--- src/rtl/core/h264_rtp_fu_a_packetizer_assert.svh ---
// ---------------------------------------------------------------------------
// H.264 RTP FU-A packetizer assertion macros
// Shared concurrent-assertion forms, sampled on clock, off during reset.
// ---------------------------------------------------------------------------
`ifndef H264_RTP_FU_A_PACKETIZER_ASSERT_SVH
`define H264_RTP_FU_A_PACKETIZER_ASSERT_SVH

// Same-cycle implication
`define HFU_ASSERT_IMPL(label, ante, cons) \
   label: assert property (@(posedge clock) disable iff (reset) (ante) |-> (cons)) \
      else $error("packetizer check failed");

// Next-cycle implication
`define HFU_ASSERT_NEXT(label, ante, cons) \
   label: assert property (@(posedge clock) disable iff (reset) (ante) |=> (cons)) \
      else $error("packetizer check failed");

`endif

--- src/rtl/core/hfu_pkg.sv ---
// ---------------------------------------------------------------------------
// hfu_pkg
// Types and constants of the H.264 RTP FU-A packetizer.
// ---------------------------------------------------------------------------
package hfu_pkg;

   // Default largest NAL unit in bytes
   localparam int unsigned HFU_MAX_NAL_BYTES = 65536;

   // Configuration register indexes
   localparam int unsigned HFU_CSR_IDX_W = 2;
   localparam logic [HFU_CSR_IDX_W-1:0] HFU_REG_PAYLOAD_TYPE = 2'd0;
   localparam logic [HFU_CSR_IDX_W-1:0] HFU_REG_SSRC         = 2'd1;
   localparam logic [HFU_CSR_IDX_W-1:0] HFU_REG_MAX_PAYLOAD  = 2'd2;
   localparam int unsigned HFU_CSR_DATA_W = 32;

   // Register reset values
   localparam logic [6:0]  HFU_PT_RESET   = 7'd96;
   localparam logic [31:0] HFU_SSRC_RESET = 32'd0;
   localparam logic [15:0] HFU_MAXP_RESET = 16'd1400;

   // Payload constants
   localparam logic [15:0] HFU_MIN_MAXP   = 16'd3;
   localparam logic [15:0] HFU_FU_HDR_LEN = 16'd2;
   localparam logic [7:0]  HFU_NRI_MASK   = 8'hE0;
   localparam logic [7:0]  HFU_TYPE_MASK  = 8'h1F;
   localparam logic [7:0]  HFU_FU_A_TYPE  = 8'd28;
   localparam logic [7:0]  HFU_FU_START   = 8'h80;
   localparam logic [7:0]  HFU_FU_END     = 8'h40;

   // Input item
   typedef struct packed {
      logic [7:0]  nal_byte;
      logic [16:0] nal_length;
      logic [31:0] nal_timestamp;
   } hfu_req_type;

   // Result item
   typedef struct packed {
      logic [7:0]  payload_out;
      logic        packet_start;
      logic        packet_end;
      logic [15:0] header_sequence;
      logic [31:0] header_timestamp;
      logic        header_marker;
      logic [6:0]  header_payload_type;
      logic [31:0] header_ssrc;
      logic        run_last;
   } hfu_rsp_type;

   // One buffered result byte with its per-byte flags
   typedef struct packed {
      logic [7:0] data;
      logic       start;
      logic       stop;
      logic       marker;
   } hfu_entry_type;

   // Fields shared by all results of one input byte
   typedef struct packed {
      logic [15:0] seq;
      logic [31:0] timestamp;
      logic [6:0]  pt;
      logic [31:0] ssrc;
   } hfu_common_type;

endpackage

--- src/rtl/core/hfu_channels.sv ---
// ---------------------------------------------------------------------------
// hfu channel interfaces
// Valid/ready channels for NAL input bytes and packet payload results.
// ---------------------------------------------------------------------------
interface hfu_req_if import hfu_pkg::*; ();
   logic        valid;
   logic        ready;
   hfu_req_type payload;

   modport source (output valid, output payload, input ready);
   modport sink   (input valid, input payload, output ready);
endinterface

interface hfu_rsp_if import hfu_pkg::*; ();
   logic        valid;
   logic        ready;
   hfu_rsp_type payload;

   modport source (output valid, output payload, input ready);
   modport sink   (input valid, input payload, output ready);
endinterface

--- src/rtl/core/h264_rtp_fu_a_packetizer.sv ---
// ---------------------------------------------------------------------------
// h264_rtp_fu_a_packetizer
// Cuts a byte stream of H.264 NAL units into single-NAL and FU-A RTP payloads.
// ---------------------------------------------------------------------------
// Usage:
//   req_chan takes one NAL byte per transfer, header byte first; nal_length
//   and nal_timestamp are sampled only on a unit's first byte.
//   rsp_chan gives one payload byte per transfer with packet framing and the
//   RTP header fields of its packet; run_last flags the final result of a
//   given input byte. The held NAL header of a fragmented unit gives none.
//   csr_we/csr_index/csr_wdata write payload type, SSRC and max payload;
//   write only while the block is idle.
// Timing and throughput:
//   Results of a byte appear in the cycle after its transfer. A byte giving one
//   result or none is taken every cycle while rsp_chan is ready; a byte opening
//   a fragment gives three results, which the three-entry buffer sends one per
//   cycle while rsp_chan.ready is high, so req_chan.ready stays low until the
//   last of them is sent.
// Reset and stall:
//   Synchronous reset clears the unit and sequence state and reloads the
//   register defaults. When rsp_chan stalls, the buffer holds its bytes and
//   req_chan.ready drops as soon as the buffer cannot take a new byte.
// ---------------------------------------------------------------------------
`include "h264_rtp_fu_a_packetizer_assert.svh"

module h264_rtp_fu_a_packetizer
   import hfu_pkg::*;
#(
   parameter int unsigned MAX_NAL_BYTES = HFU_MAX_NAL_BYTES
) (
   input  logic                      clock,
   input  logic                      reset,
   hfu_req_if.sink                   req_chan,
   hfu_rsp_if.source                 rsp_chan,
   input  logic                      csr_we,
   input  logic [HFU_CSR_IDX_W-1:0]  csr_index,
   input  logic [HFU_CSR_DATA_W-1:0] csr_wdata
);

   // Saturated length, remaining count and compare widths
   localparam int unsigned LEN_W = $clog2(MAX_NAL_BYTES + 1);
   localparam int unsigned BL_W  = $clog2(MAX_NAL_BYTES);
   localparam int unsigned CMP_W = (LEN_W > 17) ? LEN_W : 17;

   // Configuration registers
   logic [6:0]  pt_ff;
   logic [31:0] ssrc_ff;
   logic [15:0] maxp_ff;

   // Unit state
   logic [BL_W-1:0] bytes_left_ff, bytes_left_in;
   logic [15:0]     chunk_left_ff, chunk_left_in;
   logic            fragmenting_ff, fragmenting_in;
   logic            first_frag_ff, first_frag_in;
   logic [7:0]      nal_hdr_ff, nal_hdr_in;
   logic [15:0]     seq_ff, seq_in;
   logic [31:0]     ts_ff, ts_in;

   // Result buffer
   hfu_entry_type  ent_ff [3];
   hfu_entry_type  ent_in [3];
   hfu_entry_type  new_ent [3];
   logic [1:0]     cnt_ff, cnt_in;
   logic [1:0]     new_cnt;
   hfu_common_type com_ff, com_in;

   logic            req_fire;
   logic            rsp_fire;
   logic            pop_last;
   logic [7:0]      in_byte;
   logic [CMP_W-1:0] len_raw;
   logic [LEN_W-1:0] len_sat;
   logic [15:0]     eff_maxp;
   logic [15:0]     room;
   logic [15:0]     chunk_sel;
   logic [15:0]     chunk_dec;
   logic [BL_W-1:0] bytes_dec;
   logic            frag_last;
   logic [7:0]      fu_hdr;

   // Handshakes
   assign rsp_fire       = rsp_chan.valid && rsp_chan.ready;
   assign pop_last       = rsp_fire && (cnt_ff == 2'd1);
   assign req_chan.ready = (cnt_ff == 2'd0) || pop_last;
   assign req_fire       = req_chan.valid && req_chan.ready;
   assign in_byte        = req_chan.payload.nal_byte;

   // Configuration writes
   always_ff @(posedge clock) begin
      if (reset) begin
         pt_ff   <= HFU_PT_RESET;
         ssrc_ff <= HFU_SSRC_RESET;
         maxp_ff <= HFU_MAXP_RESET;
      end else if (csr_we) begin
         unique case (csr_index)
            HFU_REG_PAYLOAD_TYPE: pt_ff   <= csr_wdata[6:0];
            HFU_REG_SSRC:         ssrc_ff <= csr_wdata[31:0];
            HFU_REG_MAX_PAYLOAD:  maxp_ff <= csr_wdata[15:0];
            default: ;
         endcase
      end
   end

   // Clamped length and payload sizes
   always_comb begin
      len_raw = CMP_W'(req_chan.payload.nal_length);
      if (len_raw == '0) begin
         len_sat = LEN_W'(1);
      end else if (len_raw > CMP_W'(MAX_NAL_BYTES)) begin
         len_sat = LEN_W'(MAX_NAL_BYTES);
      end else begin
         len_sat = LEN_W'(len_raw);
      end
      eff_maxp = (maxp_ff < HFU_MIN_MAXP) ? HFU_MIN_MAXP : maxp_ff;
      room     = eff_maxp - HFU_FU_HDR_LEN;
   end

   // Per-byte packetizing step
   always_comb begin
      bytes_left_in  = bytes_left_ff;
      chunk_left_in  = chunk_left_ff;
      fragmenting_in = fragmenting_ff;
      first_frag_in  = first_frag_ff;
      nal_hdr_in     = nal_hdr_ff;
      seq_in         = seq_ff;
      ts_in          = ts_ff;
      new_cnt        = 2'd0;
      for (int i = 0; i < 3; i++) begin
         new_ent[i] = '0;
      end
      chunk_sel = chunk_left_ff;
      chunk_dec = '0;
      bytes_dec = '0;
      frag_last = 1'b0;
      fu_hdr    = '0;

      if (req_fire) begin
         if (bytes_left_ff == '0) begin
            // First byte of a unit
            ts_in         = req_chan.payload.nal_timestamp;
            first_frag_in = 1'b1;
            chunk_left_in = '0;
            bytes_left_in = BL_W'(len_sat - LEN_W'(1));
            if (CMP_W'(len_sat) <= CMP_W'(eff_maxp)) begin
               fragmenting_in = 1'b0;
               new_ent[0]     = '{data: in_byte, start: 1'b1,
                                  stop: (bytes_left_in == '0), marker: 1'b1};
               new_cnt        = 2'd1;
               if (bytes_left_in == '0) begin
                  seq_in = seq_ff + 16'd1;
               end
            end else begin
               fragmenting_in = 1'b1;
               nal_hdr_in     = in_byte;
            end
         end else if (!fragmenting_ff) begin
            // Body byte of a single-NAL packet
            bytes_left_in = bytes_left_ff - BL_W'(1);
            new_ent[0]    = '{data: in_byte, start: 1'b0,
                              stop: (bytes_left_in == '0), marker: 1'b1};
            new_cnt       = 2'd1;
            if (bytes_left_in == '0) begin
               seq_in = seq_ff + 16'd1;
            end
         end else begin
            // Fragment data byte, opening a new fragment when needed
            if (chunk_left_ff == '0) begin
               chunk_sel = (CMP_W'(bytes_left_ff) < CMP_W'(room)) ?
                           16'(bytes_left_ff) : room;
            end
            frag_last = (CMP_W'(chunk_sel) == CMP_W'(bytes_left_ff));
            if (chunk_left_ff == '0) begin
               fu_hdr = (nal_hdr_ff & HFU_TYPE_MASK)
                        | (first_frag_ff ? HFU_FU_START : 8'h00)
                        | (frag_last ? HFU_FU_END : 8'h00);
               new_ent[0] = '{data: (nal_hdr_ff & HFU_NRI_MASK) | HFU_FU_A_TYPE,
                              start: 1'b1, stop: 1'b0, marker: frag_last};
               new_ent[1] = '{data: fu_hdr, start: 1'b0, stop: 1'b0,
                              marker: frag_last};
               new_ent[2] = '{data: in_byte, start: 1'b0,
                              stop: (chunk_sel == 16'd1), marker: frag_last};
               new_cnt       = 2'd3;
               first_frag_in = 1'b0;
            end else begin
               new_ent[0] = '{data: in_byte, start: 1'b0,
                              stop: (chunk_sel == 16'd1), marker: frag_last};
               new_cnt    = 2'd1;
            end
            chunk_dec     = chunk_sel - 16'd1;
            bytes_dec     = bytes_left_ff - BL_W'(1);
            chunk_left_in = chunk_dec;
            bytes_left_in = bytes_dec;
            if (chunk_dec == '0) begin
               seq_in = seq_ff + 16'd1;
            end
            if (bytes_dec == '0) begin
               fragmenting_in = 1'b0;
               chunk_left_in  = '0;
            end
         end
      end
   end

   // Result buffer: load on a producing transfer, shift on each output transfer
   always_comb begin
      ent_in = ent_ff;
      cnt_in = cnt_ff;
      com_in = com_ff;
      if (rsp_fire) begin
         ent_in[0] = ent_ff[1];
         ent_in[1] = ent_ff[2];
         cnt_in    = cnt_ff - 2'd1;
      end
      if (req_fire && (new_cnt != 2'd0)) begin
         ent_in = new_ent;
         cnt_in = new_cnt;
         com_in = '{seq: seq_ff, timestamp: ts_in,
                    pt: pt_ff, ssrc: ssrc_ff};
      end
   end

   // Control state
   always_ff @(posedge clock) begin
      if (reset) begin
         bytes_left_ff  <= '0;
         chunk_left_ff  <= '0;
         fragmenting_ff <= 1'b0;
         first_frag_ff  <= 1'b1;
         nal_hdr_ff     <= '0;
         seq_ff         <= '0;
         ts_ff          <= '0;
         cnt_ff         <= '0;
      end else begin
         bytes_left_ff  <= bytes_left_in;
         chunk_left_ff  <= chunk_left_in;
         fragmenting_ff <= fragmenting_in;
         first_frag_ff  <= first_frag_in;
         nal_hdr_ff     <= nal_hdr_in;
         seq_ff         <= seq_in;
         ts_ff          <= ts_in;
         cnt_ff         <= cnt_in;
      end
   end

   // Payload registers
   always_ff @(posedge clock) begin
      ent_ff <= ent_in;
      com_ff <= com_in;
   end

   // Output drive
   assign rsp_chan.valid = (cnt_ff != 2'd0);
   assign rsp_chan.payload = '{
      payload_out:         ent_ff[0].data,
      packet_start:        ent_ff[0].start,
      packet_end:          ent_ff[0].stop,
      header_sequence:     com_ff.seq,
      header_timestamp:    com_ff.timestamp,
      header_marker:       ent_ff[0].marker,
      header_payload_type: com_ff.pt,
      header_ssrc:         com_ff.ssrc,
      run_last:            (cnt_ff == 2'd1)
   };

   // Checks
   `HFU_ASSERT_IMPL(a_accept_only_when_drained, req_fire, (cnt_ff == 2'd0) || pop_last)
   `HFU_ASSERT_IMPL(a_frag_has_bytes, fragmenting_ff, bytes_left_ff != '0)
   `HFU_ASSERT_IMPL(a_chunk_within_unit, fragmenting_ff && (chunk_left_ff != '0),
                    CMP_W'(chunk_left_ff) <= CMP_W'(bytes_left_ff))
   `HFU_ASSERT_NEXT(a_hold_when_stalled, rsp_chan.valid && !rsp_chan.ready,
                    rsp_chan.valid && $stable(cnt_ff))

endmodule
--- src/flat_wrapper.sv ---
// flat-port wrapper written by rule: the top's interface ports become plain ports
module h264_rtp_fu_a_packetizer_flat import hfu_pkg::*;
#(
   parameter int unsigned MAX_NAL_BYTES = HFU_MAX_NAL_BYTES
)
  (clock, reset, csr_we, csr_index, csr_wdata, req_chan_valid, req_chan_payload, req_chan_ready, rsp_chan_valid, rsp_chan_payload, rsp_chan_ready);
  hfu_req_if req_chan_i ();
  hfu_rsp_if rsp_chan_i ();
  input  logic clock;
  input  logic reset;
  input  logic csr_we;
  input  logic [HFU_CSR_IDX_W-1:0] csr_index;
  input  logic [HFU_CSR_DATA_W-1:0] csr_wdata;
  input wire logic [$bits(req_chan_i.valid)-1:0] req_chan_valid;
  input wire logic [$bits(req_chan_i.payload)-1:0] req_chan_payload;
  output wire logic [$bits(req_chan_i.ready)-1:0] req_chan_ready;
  output wire logic [$bits(rsp_chan_i.valid)-1:0] rsp_chan_valid;
  output wire logic [$bits(rsp_chan_i.payload)-1:0] rsp_chan_payload;
  input wire logic [$bits(rsp_chan_i.ready)-1:0] rsp_chan_ready;
  assign req_chan_i.valid = req_chan_valid;
  assign req_chan_i.payload = req_chan_payload;
  assign req_chan_ready = req_chan_i.ready;
  assign rsp_chan_valid = rsp_chan_i.valid;
  assign rsp_chan_payload = rsp_chan_i.payload;
  assign rsp_chan_i.ready = rsp_chan_ready;
  h264_rtp_fu_a_packetizer #(.MAX_NAL_BYTES(MAX_NAL_BYTES)) u_core (.clock(clock), .reset(reset), .req_chan(req_chan_i), .rsp_chan(rsp_chan_i), .csr_we(csr_we), .csr_index(csr_index), .csr_wdata(csr_wdata));
endmodule
--- config.mk ---
export PLATFORM = sky130hd
export DESIGN_NAME = h264_rtp_fu_a_packetizer_flat
export DESIGN_NICKNAME = d
export VERILOG_FILES = /design/src/rtl/core/hfu_pkg.sv /design/src/rtl/core/hfu_channels.sv /design/src/rtl/core/h264_rtp_fu_a_packetizer.sv /design/src/flat_wrapper.sv
export VERILOG_INCLUDE_DIRS = /design/src /design/src/rtl/core
export SDC_FILE = /design/constraint.sdc
export NUM_CORES = 1
export LEC_CHECK = 0
export ABC_AREA = 1
export BUFFER_PORTS_ARGS = -buffer_cell sky130_fd_sc_hd__buf_2
export CAP_MARGIN = 15
export CELL_PAD_IN_SITES_DETAIL_PLACEMENT = 1
export CELL_PAD_IN_SITES_GLOBAL_PLACEMENT = 2
export CORE_MARGIN = 5
export CORE_UTILIZATION = 36
export DETAILED_ROUTE_END_ITERATION = 8
export PLACE_DENSITY_LB_ADDON = 0.1
export SKIP_LAST_GASP = 1
export SYNTH_ARGS = -nofsm -noshare
export SYNTH_HDL_FRONTEND = slang
export SYNTH_SLANG_ARGS = --single-unit
--- constraint.sdc ---
create_clock -name clock -period 13.8 [get_ports clock]
set_input_delay 2.07 -clock clock [delete_from_list [all_inputs] [get_ports clock]]
set_output_delay 2.07 -clock clock [all_outputs]
set_load 0.01 [all_outputs]
### Word-level counts from Yosys, hierarchy flattened

Cells that the tools add are included.
W data, S select, Z words.

| word-level totals | value |
|---|---|
| register bits | 267 |
| input bits | 96 |
| output and inout bits | 101 |

| cells by class | value |
|---|---|
| add/subtract/negate cells | 6 |
| order comparisons | 4 |
| eq/ne operators | 8 |
| muxes and demuxes | 46 |
| bitwise logic cells | 6 |
| reductions and logical operators | 28 |

Operator list:

| cell | number |
|---|---|
| $mux W16 | 16 |
| $mux W22 | 4 |
| $logic_not A16 Y1 | 5 |
| $mux W33 | 2 |
| $mux W32 | 2 |
| $sub A16 B1 Y16 const B | 3 |
| $mux W11 | 4 |
| $mux W17 | 2 |
| $gt A17 B17 Y1 const B | 1 |
| $le A17 B16 Y1 | 1 |
| $logic_not A17 Y1 | 1 |
| $add A16 B1 Y16 const B | 1 |
| $eq A16 B1 Y1 const B | 1 |
| $eq A16 B16 Y1 | 1 |
| $lt A16 B16 Y1 | 1 |
| $lt A16 B2 Y1 const B | 1 |
| $sub A16 B2 Y16 const B | 1 |
| $mux W2 | 6 |
| $reduce_bool A2 Y1 | 5 |
| $mux W1 | 8 |
| $mux W8 | 1 |
| $or A5 B8 Y8 | 1 |
| $or A8 B8 Y8 | 1 |
| $reduce_and A2 Y1 | 4 |
| 15 further kinds | 25 |

### Longest topological paths before layout

Gate-level depths: netlist of the first run.

| logic depth | value |
|---|---|
| depth in word-level cells | 17 |
| gate-level depth with buffers | 39 |

### Worst setup path after synthesis of the first run

OpenSTA, ideal clock, no wires.

| path | value |
|---|---|
| path type | input-to-reg |
| from | input req_chan_payload[33] |
| to | register u_core.cnt_ff[1] |
| setup time | 81 ps |
| arrival time | 7,278 ps |
| data required time | 13,719 ps |
| slack | 6,441 ps |
| stages | 15 |
| path buffers | 0 |
| path through | nor4_1 -> nand3_1 -> nand2_1 -> inv_1 -> nor2_1 -> ha_1 -> nand2_1 -> nor3_1 -> nand3_1 -> o211ai_1 -> nand4_1 -> nand2_1 -> clkinv_1 -> or2_2 -> a31oi_1 |

| between the ends | value |
|---|---|
| longest elaborated chain between the ends | 10 |
| elaborated cells between the ends (all ways) | 12 |
| those cells by class | 2 x order compare; 6 x mux; 4 x reduce/logical |

Ends and longest elaborated chain:

| item | RTL line | RTL |
|---|---|---|
| start: declaration | flat_wrapper.sv:15 | `input wire logic [$bits(req_chan_i.payload)-1:0] req_chan_payload;` |
| $gt A17 B17 Y1 | h264_rtp_fu_a_packetizer.sv:109 | `end else if (len_raw > CMP_W'(MAX_NAL_BYTES)) begin` |
| $mux W17 | h264_rtp_fu_a_packetizer.sv:109 |  |
| $mux W17 * | h264_rtp_fu_a_packetizer.sv:107 | `if (len_raw == '0) begin` |
| $le A17 B16 Y1 * | h264_rtp_fu_a_packetizer.sv:144 | `if (CMP_W'(len_sat) <= CMP_W'(eff_maxp)) begin` |
| $mux W1 * | h264_rtp_fu_a_packetizer.sv:144 |  |
| $mux W2 * | h264_rtp_fu_a_packetizer.sv:138 | `if (bytes_left_ff == '0) begin` |
| $mux W2 * | h264_rtp_fu_a_packetizer.sv:137 | `if (req_fire) begin` |
| $reduce_bool A2 Y1 * | h264_rtp_fu_a_packetizer.sv:214 | `if (req_fire && (new_cnt != 2'd0)) begin` |
| $logic_and A1 B1 Y1 * | h264_rtp_fu_a_packetizer.sv:214 |  |
| $mux W2 / $reduce_bool A2 Y1 (equally long branches) | -- |  |
| end signal: assignment | h264_rtp_fu_a_packetizer.sv:241 | `cnt_ff <= cnt_in;` |
| end: declaration | h264_rtp_fu_a_packetizer.sv:63 | `logic [1:0] cnt_ff, cnt_in;` |

Mark *: on every way between the ends. The rest lies on a longest branch, timed or not.
A chain may end at the register's enable or synchronous reset.

### Final worst setup path of the first run

| path | value |
|---|---|
| from | input req_chan_payload[33] |
| to | register u_core.com_ff (netlist bit u_core.rsp_chan.payload[11]), enable pin |

| between the ends | value |
|---|---|
| longest elaborated chain between the ends | 9 |
| elaborated cells between the ends (all ways) | 10 |
| those cells by class | 2 x order compare; 5 x mux; 3 x reduce/logical |

Ends and longest elaborated chain:

| item | RTL line | RTL |
|---|---|---|
| $gt A17 B17 Y1 | h264_rtp_fu_a_packetizer.sv:109 |  |
| $mux W17 | h264_rtp_fu_a_packetizer.sv:109 |  |
| $mux W17 * | h264_rtp_fu_a_packetizer.sv:107 |  |
| $le A17 B16 Y1 * | h264_rtp_fu_a_packetizer.sv:144 |  |
| $mux W1 * | h264_rtp_fu_a_packetizer.sv:144 |  |
| $mux W2 * | h264_rtp_fu_a_packetizer.sv:138 |  |
| $mux W2 * | h264_rtp_fu_a_packetizer.sv:137 |  |
| $reduce_bool A2 Y1 * | h264_rtp_fu_a_packetizer.sv:214 |  |
| $logic_and A1 B1 Y1 * | h264_rtp_fu_a_packetizer.sv:214 |  |
| end signal: assignment | h264_rtp_fu_a_packetizer.sv:248 | `com_ff <= com_in;` |
| end: declaration | h264_rtp_fu_a_packetizer.sv:65 | `hfu_common_type com_ff, com_in;` |

Marked as above.

==> reports/results.ini, run 1 <==
[outcome]
status=completed

[clocking]
insertion_delay_ns=0.57
numCtsBuffers=29
ctsHoldBuffers=0
cts_tree=built
cts_root_buffer=clkbuf_16
cts.sinks=265
postCtsResizedCells=0
cts_max_level=1
clockBufferDepth=3
cts_setup_buffers=0
clk_pin_slew_ns=0.06

[synth]
synth_top_flop_cell=dfxtp_1
synth.avg_cell_area_um2=8.11
synth_top_area_share_pct=27.2
ys_warn_count=0
synth-edff-count=118
yosys-top-cells-count=nand2_1 (310), nor2_1 (233), inv_1 (194), dfxtp_1 (147), edfxtp_1 (118)
async_flop_share_pct=0
synth_seq_cells=265
synth_cell_types=45
synth_area_leader_cell=edfxtp_1
synthTopCellsByArea=edfxtp_1 (27%), dfxtp_1 (23%), nand2_1 (8.9%)
synth_area_mm2=0.0130
ys_seq_area_share_pct=49.7
synth.most_common_cell=nand2_1
synth_cells=1609
syn-num-nets=1739

[setup_path]
cp.arrival_ns=6.34
crit_family=buffers and inverters
max_stage_delay_ns=0.75
cp_num_buf_inv=5
worst-path-max-fanout=64
critPathCaptureType=flop
crit_type=in -> reg
path_cells=buf_2 > nor4_1 > nand3_1 > nand2_1 > inv_1 > nor2_1 > ha_1 > a21oi_1 > o21ai_0 > a2111oi_0 > o211ai_1 > nand4_1 > nand2_1 > buf_4 > inv_4 > buf_4
cp_slowest_cell=buf_4
critPathLaunchType=primary input
worstPathRequired_ns=13.97

[route]
drc=0
first_iter_violations=407
first_pass_iters=5
dr_total_vias=11200
wirelength_mm=38.9
via_per_inst=4.96
wl_per_cell_um=17.2
ant_nets=0

[timing]
fin_ws_ns=7.63
hold_viol_final=0
setup_tns_ns=0
fin_crit_sh_pct=44.7
slew_violations=0
setup_violations=0
clock_skew_ns=0.0239
min_period_ns=6.17
timing.slew.headroom_pct=24.9
worst-slew-pin-transition_ns=1.12
timing.fmax_mhz=162
rsz0062_at_grt=no

[cells_and_area]
antenna_cells=0
drive_gt1_share_pct=16.5
area_delta_synth_final_pct=17.3
nets=1907
multi_input_area_mm2=0.00546
nFillCells=4395
seq_area_mm2=0.00649

[worst_hold_path]
hold_path.class=reg -> reg

[floorplan]
die_w_um=200
placementRows=69
core_area_mm2=0.0357
start_util_pct=36.6
io_pins=197
die-area_mm2=0.0402
die_h_um=200

[power]
p_leak_uw=0.00684
ir_drop_v=0.000163
clkPwrFrac_pct=16.8
seqPwrFrac_pct=28.1
swShare_pct=47.8
power_density_mw_per_mm2=297
combPwrFrac_pct=55.1
p_sw_uw=2170
power.internal_uw=2370

[global_route]
grt.total_usage_pct=18.9
antenna_found_initial=0
grt_pass1_wl_mm=63.0
grt_max_degree=97
grt_pass1_vias=11700
globalRouteOverflowTotal=0

[placement]
dp_hpwl_mm=29.2
post-place-ws_ns=7.07
portBuffers=196
place.gp.congestion=0.837

[flow_run]
cap_violations=0

sequential cells by signal, summed over array words and instances, names as in the netlist:
| signal | count |
|---|---|
| u_core.seq_ff | 16 |
| u_core.ts_ff | 32 |
| u_core.first_frag_ff | 1 |
| u_core.fragmenting_ff | 1 |
| u_core.maxp_ff | 16 |
| u_core.cnt_ff | 2 |
| u_core.ent_ff | 20 |
| u_core.bytes_left_ff | 16 |
| u_core.rsp_chan.payload | 98 |
| u_core.ssrc_ff | 32 |
| u_core.pt_ff | 7 |
| u_core.nal_hdr_ff | 8 |
| u_core.chunk_left_ff | 16 |
power by group through the flow:
stage	registers [uW]	logic [uW]	clock network, uW
global route	1310	2850	819
floorplan	1330	1790	0
detailed placement	1300	2520	0
CTS	1280	2530	788
global placement	1290	2500	0
finish	1280	2510	761
layout make-up:
cell class,count,area share (%)
Inverter,205,5.04
Clock inverter,14,0.833
Multi-Input combinational cell,1069,35.7
Tap cell,461,3.77
Sequential cell,265,42.4
Clock buffer,40,5.27
Timing Repair Buffer,207,7.08
routing by layer:
layer / wire [um] / GRT usage (%)
met5: 0 / 0
met4: 630 / 3.76
met3: 1650 / 3.19
met2: 19000 / 33.4
met1: 17600 / 24.6
worst paths after layout:
kind	slack, ns	from	endpoint	depth (start not counted)
min	0.43	u_core.pt_ff[3]$_SDFFE_PP0P_	u_core.rsp_chan.payload[36]$_DFFE_PP_	0
min reg2reg	0.43	u_core.pt_ff[3]$_SDFFE_PP0P_	u_core.rsp_chan.payload[36]$_DFFE_PP_	0
max reg2reg	8.22	u_core.maxp_ff[6]$_SDFFE_PP1P_	u_core.seq_ff[0]$_SDFFE_PP0P_	34
max	7.63	req_chan_payload[33]	u_core.rsp_chan.payload[11]$_DFFE_PP_	16
cells by family (layout without fill, tap and decap cells):
group	Yosys count	in the layout	synth area share [%]
adder cells (fa/ha/maj)	34	34	3.26
AND/OR/NAND/NOR	748	748	24.9
XOR/XNOR	39	39	2.68
buffers and inverters	275	466	8.55
AO/OA/AOI/OAI	248	248	10.9
flip-flops	265	265	49.7
cells in the final DEF (no fill, tap or decap), types with 29 or more instances in the layout:
cell | netlist | routed
nand2_1 | 310 | 310
nor2_1 | 233 | 232
buf_2 | 7 | 196
inv_1 | 194 | 194
dfxtp_1 | 147 | 147
edfxtp_1 | 118 | 118
nand3_1 | 99 | 99
a21oi_1 | 94 | 94
o21ai_0 | 80 | 80
a211oi_1 | 41 | 41
nand4_1 | 38 | 38
ha_1 | 34 | 34
xor2_1 | 33 | 33
clkbuf_16 | 0 | 29
metrics by stage:
| stage | utilization (%) | hold WS [ns] | cells | power (uW) | area [um^2] |
|---|---|---|---|---|---|
| after floorplan | - | 0.403 | 1609 | 3120 | 13000 |
| after global placement | 40.2 | 0.410 | 2206 | 3780 | 14400 |
| after detailed placement | 40.2 | 0.413 | 2206 | 3810 | 14400 |
| after CTS | 42.9 | 0.430 | 2260 | 4600 | 15300 |
| after global routing | 42.9 | 0.435 | 2261 | 4970 | 15300 |
| final | 42.9 | 0.428 | 2261 | 4540 | 15300 |
(Power assumes the default switching activity.)
==> run 2, diff against run 1 <==
Settings changed: CORE_UTILIZATION 36 to 30.
Clock period 13.8 ns to 5.2 ns, I/O delays scaled along.
==> run 2 against run 1 <==
Utilization down 5.8 points. Critical path depth grew 22. Setup slack got worse by 7.2 ns. Hold slack is essentially flat. Register-to-register slack got worse by 7.8 ns. Critical path type is now reg -> reg.
==> reports/results.ini, run 2 (synthesized netlist as in run 1, its figures left out) <==
[route]
drc=0  ; unchanged
ant_nets=0  ; unchanged
first_pass_iters=4  ; -1
via_per_inst=4.69  ; -5.4%
dr_total_vias=11400  ; +1.6%
first_iter_violations=512  ; +26%
wl_per_cell_um=17.5  ; +1.3%
wirelength_mm=42.4  ; +8.8%

[cells_and_area]
mostFrequentLayoutCells=nand2_1 (307), nor2_1 (231), buf_2 (196), inv_1 (194), dfxtp_1 (141)
nFillCells=5174  ; +18%
layout_commonest_cell=nand2_1
final_util_pct=37.1  ; -5.8 points
nets=1946  ; +2.0%
multi_input_area_mm2=0.00554  ; +1.4%
seq_area_mm2=0.00649  ; +0.12%
drive_gt1_share_pct=19.2  ; +2.7 points
area_delta_synth_final_pct=22.6
largest_register_ffs=98  ; unchanged

[timing]
hold_viol_final=0  ; unchanged
timing.fmax_mhz=210
slew_violations=0  ; unchanged
setup_tns_ns=0  ; unchanged
min_period_ns=4.76
fin_hold_ws_ns=0.428  ; +0.000192 ns
worst-slew-pin-transition_ns=0.956  ; -0.164 ns
fin_crit_sh_pct=91.6
setup_violations=0  ; unchanged
rsz0062_at_grt=no
fin_ws_ns=0.439  ; -7.19 ns
timing.slew.headroom_pct=36.2  ; +11 points
clock_skew_ns=0.0162  ; -0.00777 ns

[setup_path]
critPathLaunchType=flop
r2r_end=u_core.seq_ff[0]$_SDFFE_PP0P_
critPathCaptureType=flop
cp.arrival_ns=5.23  ; -1.11 ns
worstPathRequired_ns=5.67  ; -8.30 ns
rrSetupSlack_ns=0.44  ; -7.78 ns
cp_slowest_cell=dfxtp_1
worst-path-max-fanout=15  ; -77%
crit_type=reg -> reg
path_common_cell=nand2_1
max_stage_delay_ns=0.31  ; -0.44 ns
worstReg2RegStart=u_core.maxp_ff[10]$_SDFFE_PP1P_
rr_worst_depth=38  ; +12%

[power]
ir_drop_v=0.000373  ; +130%
combPwrFrac_pct=57.3  ; +2.2 points
clkPwrFrac_pct=16.6  ; -0.2 points
seqPwrFrac_pct=26.1  ; -2.0 points
p_sw_uw=6070  ; +180%
power_density_mw_per_mm2=809  ; +170%
p_leak_uw=0.00709  ; +3.7%
power.internal_uw=6860  ; +190%
swShare_pct=46.9  ; -0.90 points

[placement]
portBuffers=196  ; unchanged
place.gp.congestion=0.803  ; -4.1%
dp_hpwl_mm=31.8  ; +8.9%
post-place-ws_ns=0.0726  ; -7.00 ns

[floorplan]
die-area_mm2=0.0478  ; +19%
die_h_um=219  ; +9.1%
placementRows=76  ; +10%
die_w_um=219  ; +9.1%
start_util_pct=30.3  ; -6.3 points
core_area_mm2=0.0431  ; +21%
io_pins=197  ; unchanged

[global_route]
grt_pass1_wl_mm=65.7  ; +4.3%
grt.total_usage_pct=17.1  ; -1.8 points
globalRouteOverflowTotal=0  ; unchanged
antenna_found_initial=5  ; +5
grt_max_degree=97  ; unchanged
grt_pass1_vias=11600  ; -0.68%

[flow_run]
cap_violations=0  ; unchanged

[outcome]
status=completed

[clocking]
cts_root_buffer=clkbuf_16
cts_tree=built
cts.sinks=265  ; unchanged
cts_max_level=1  ; unchanged
numCtsBuffers=31  ; +6.9%
insertion_delay_ns=0.58  ; about the same
clk_pin_slew_ns=0.06  ; about the same
clockBufferDepth=3  ; unchanged

[worst_hold_path]
hold_path.class=reg -> reg
min_path_cells=0  ; unchanged
worstHoldStart=u_core.pt_ff[3]$_SDFFE_PP0P_
worstHoldEndpoint=u_core.rsp_chan.payload[36]$_DFFE_PP_

run 2: cell count changes in the layout (fill, tap and decap cells not counted), moves of 3 or more:
cell       previous run  this run
buf_12                0         7
buf_4                10        39
clkbuf_1              7         3
clkbuf_16            29        32
clkbuf_8              4         8
clkinv_1              5         9
clkinv_2              8         4
dfxtp_1             147       141
dfxtp_2               0         6
nand2_1             310       307
nand2_2              12        15
run 2: metal layers:
metal | global-route usage, % | vias up | wire, um
met2 | 27.8 | 165 | 19300
met4 | 3.31 | 6 | 683
li1 | - | 5752 | -
met5 | 0 | - | 47
met3 | 4.10 | 40 | 2190
met1 | 23.4 | 5436 | 20200
run 2: power groups by stage:
stage / sequential (uW) / clock, uW / combinational (uW)
floorplan: 3510 / 0 / 4750
global placement: 3400 / 0 / 7190
CTS: 3390 / 2220 / 7260
detailed placement: 3420 / 0 / 7220
finish: 3370 / 2140 / 7420
global route: 3460 / 2310 / 8340
run 2: layout make-up:
class / instances / share of cell area, %
antenna: 2 / 0.0313
clock buffer: 42 / 5.61
clock inverter: 16 / 0.735
inverter: 205 / 4.83
multi-input combinational: 1070 / 34.6
sequential: 265 / 40.6
tap: 585 / 4.58
timing repair buffer: 243 / 9.00
run 2: worst max-delay path: cells and delay by family, from the launching register on:
family          cells  cell delay [ns]
compound gates      2             0.32
xor+xnor            1             0.16
fa+ha+maj           2             0.51
buf+inv             5             0.58
flops               1             0.31
simple gates       28             2.74
run 2: per-stage QoR:
step	area, um^2	total power, uW	cells
6_report	16000	12900	2428
5_1_grt	16000	14100	2427
4_1_cts	15800	12900	2418
3_5_place_dp	14800	10600	2360
3_3_place_gp	14800	10600	2360
2_1_floorplan	13100	8260	1609
run 2: what timing repair did:
item,CTS,global route
resized for setup,0,22
setup endpoints to repair,0,22
endpoints found under the hold margin,0,0
hold buffers,0,0
setup buffers,0,6
run 2: worst max-delay path by stage:
stage	start	endpoint	slack, ns
3_5_place_dp	u_core.maxp_ff[3]$_SDFFE_PP1P_	u_core.seq_ff[0]$_SDFFE_PP0P_	0.07
6_report	u_core.maxp_ff[10]$_SDFFE_PP1P_	u_core.seq_ff[0]$_SDFFE_PP0P_	0.44
3_3_place_gp	req_chan_payload[37]	u_core.seq_ff[1]$_SDFFE_PP0P_	0.22
4_1_cts	u_core.maxp_ff[3]$_SDFFE_PP1P_	u_core.seq_ff[0]$_SDFFE_PP0P_	0.06
2_1_floorplan	req_chan_payload[33]	u_core.cnt_ff[1]$_SDFFE_PP0P_	0.46
5_1_grt	u_core.maxp_ff[10]$_SDFFE_PP1P_	u_core.seq_ff[1]$_SDFFE_PP0P_	0.02
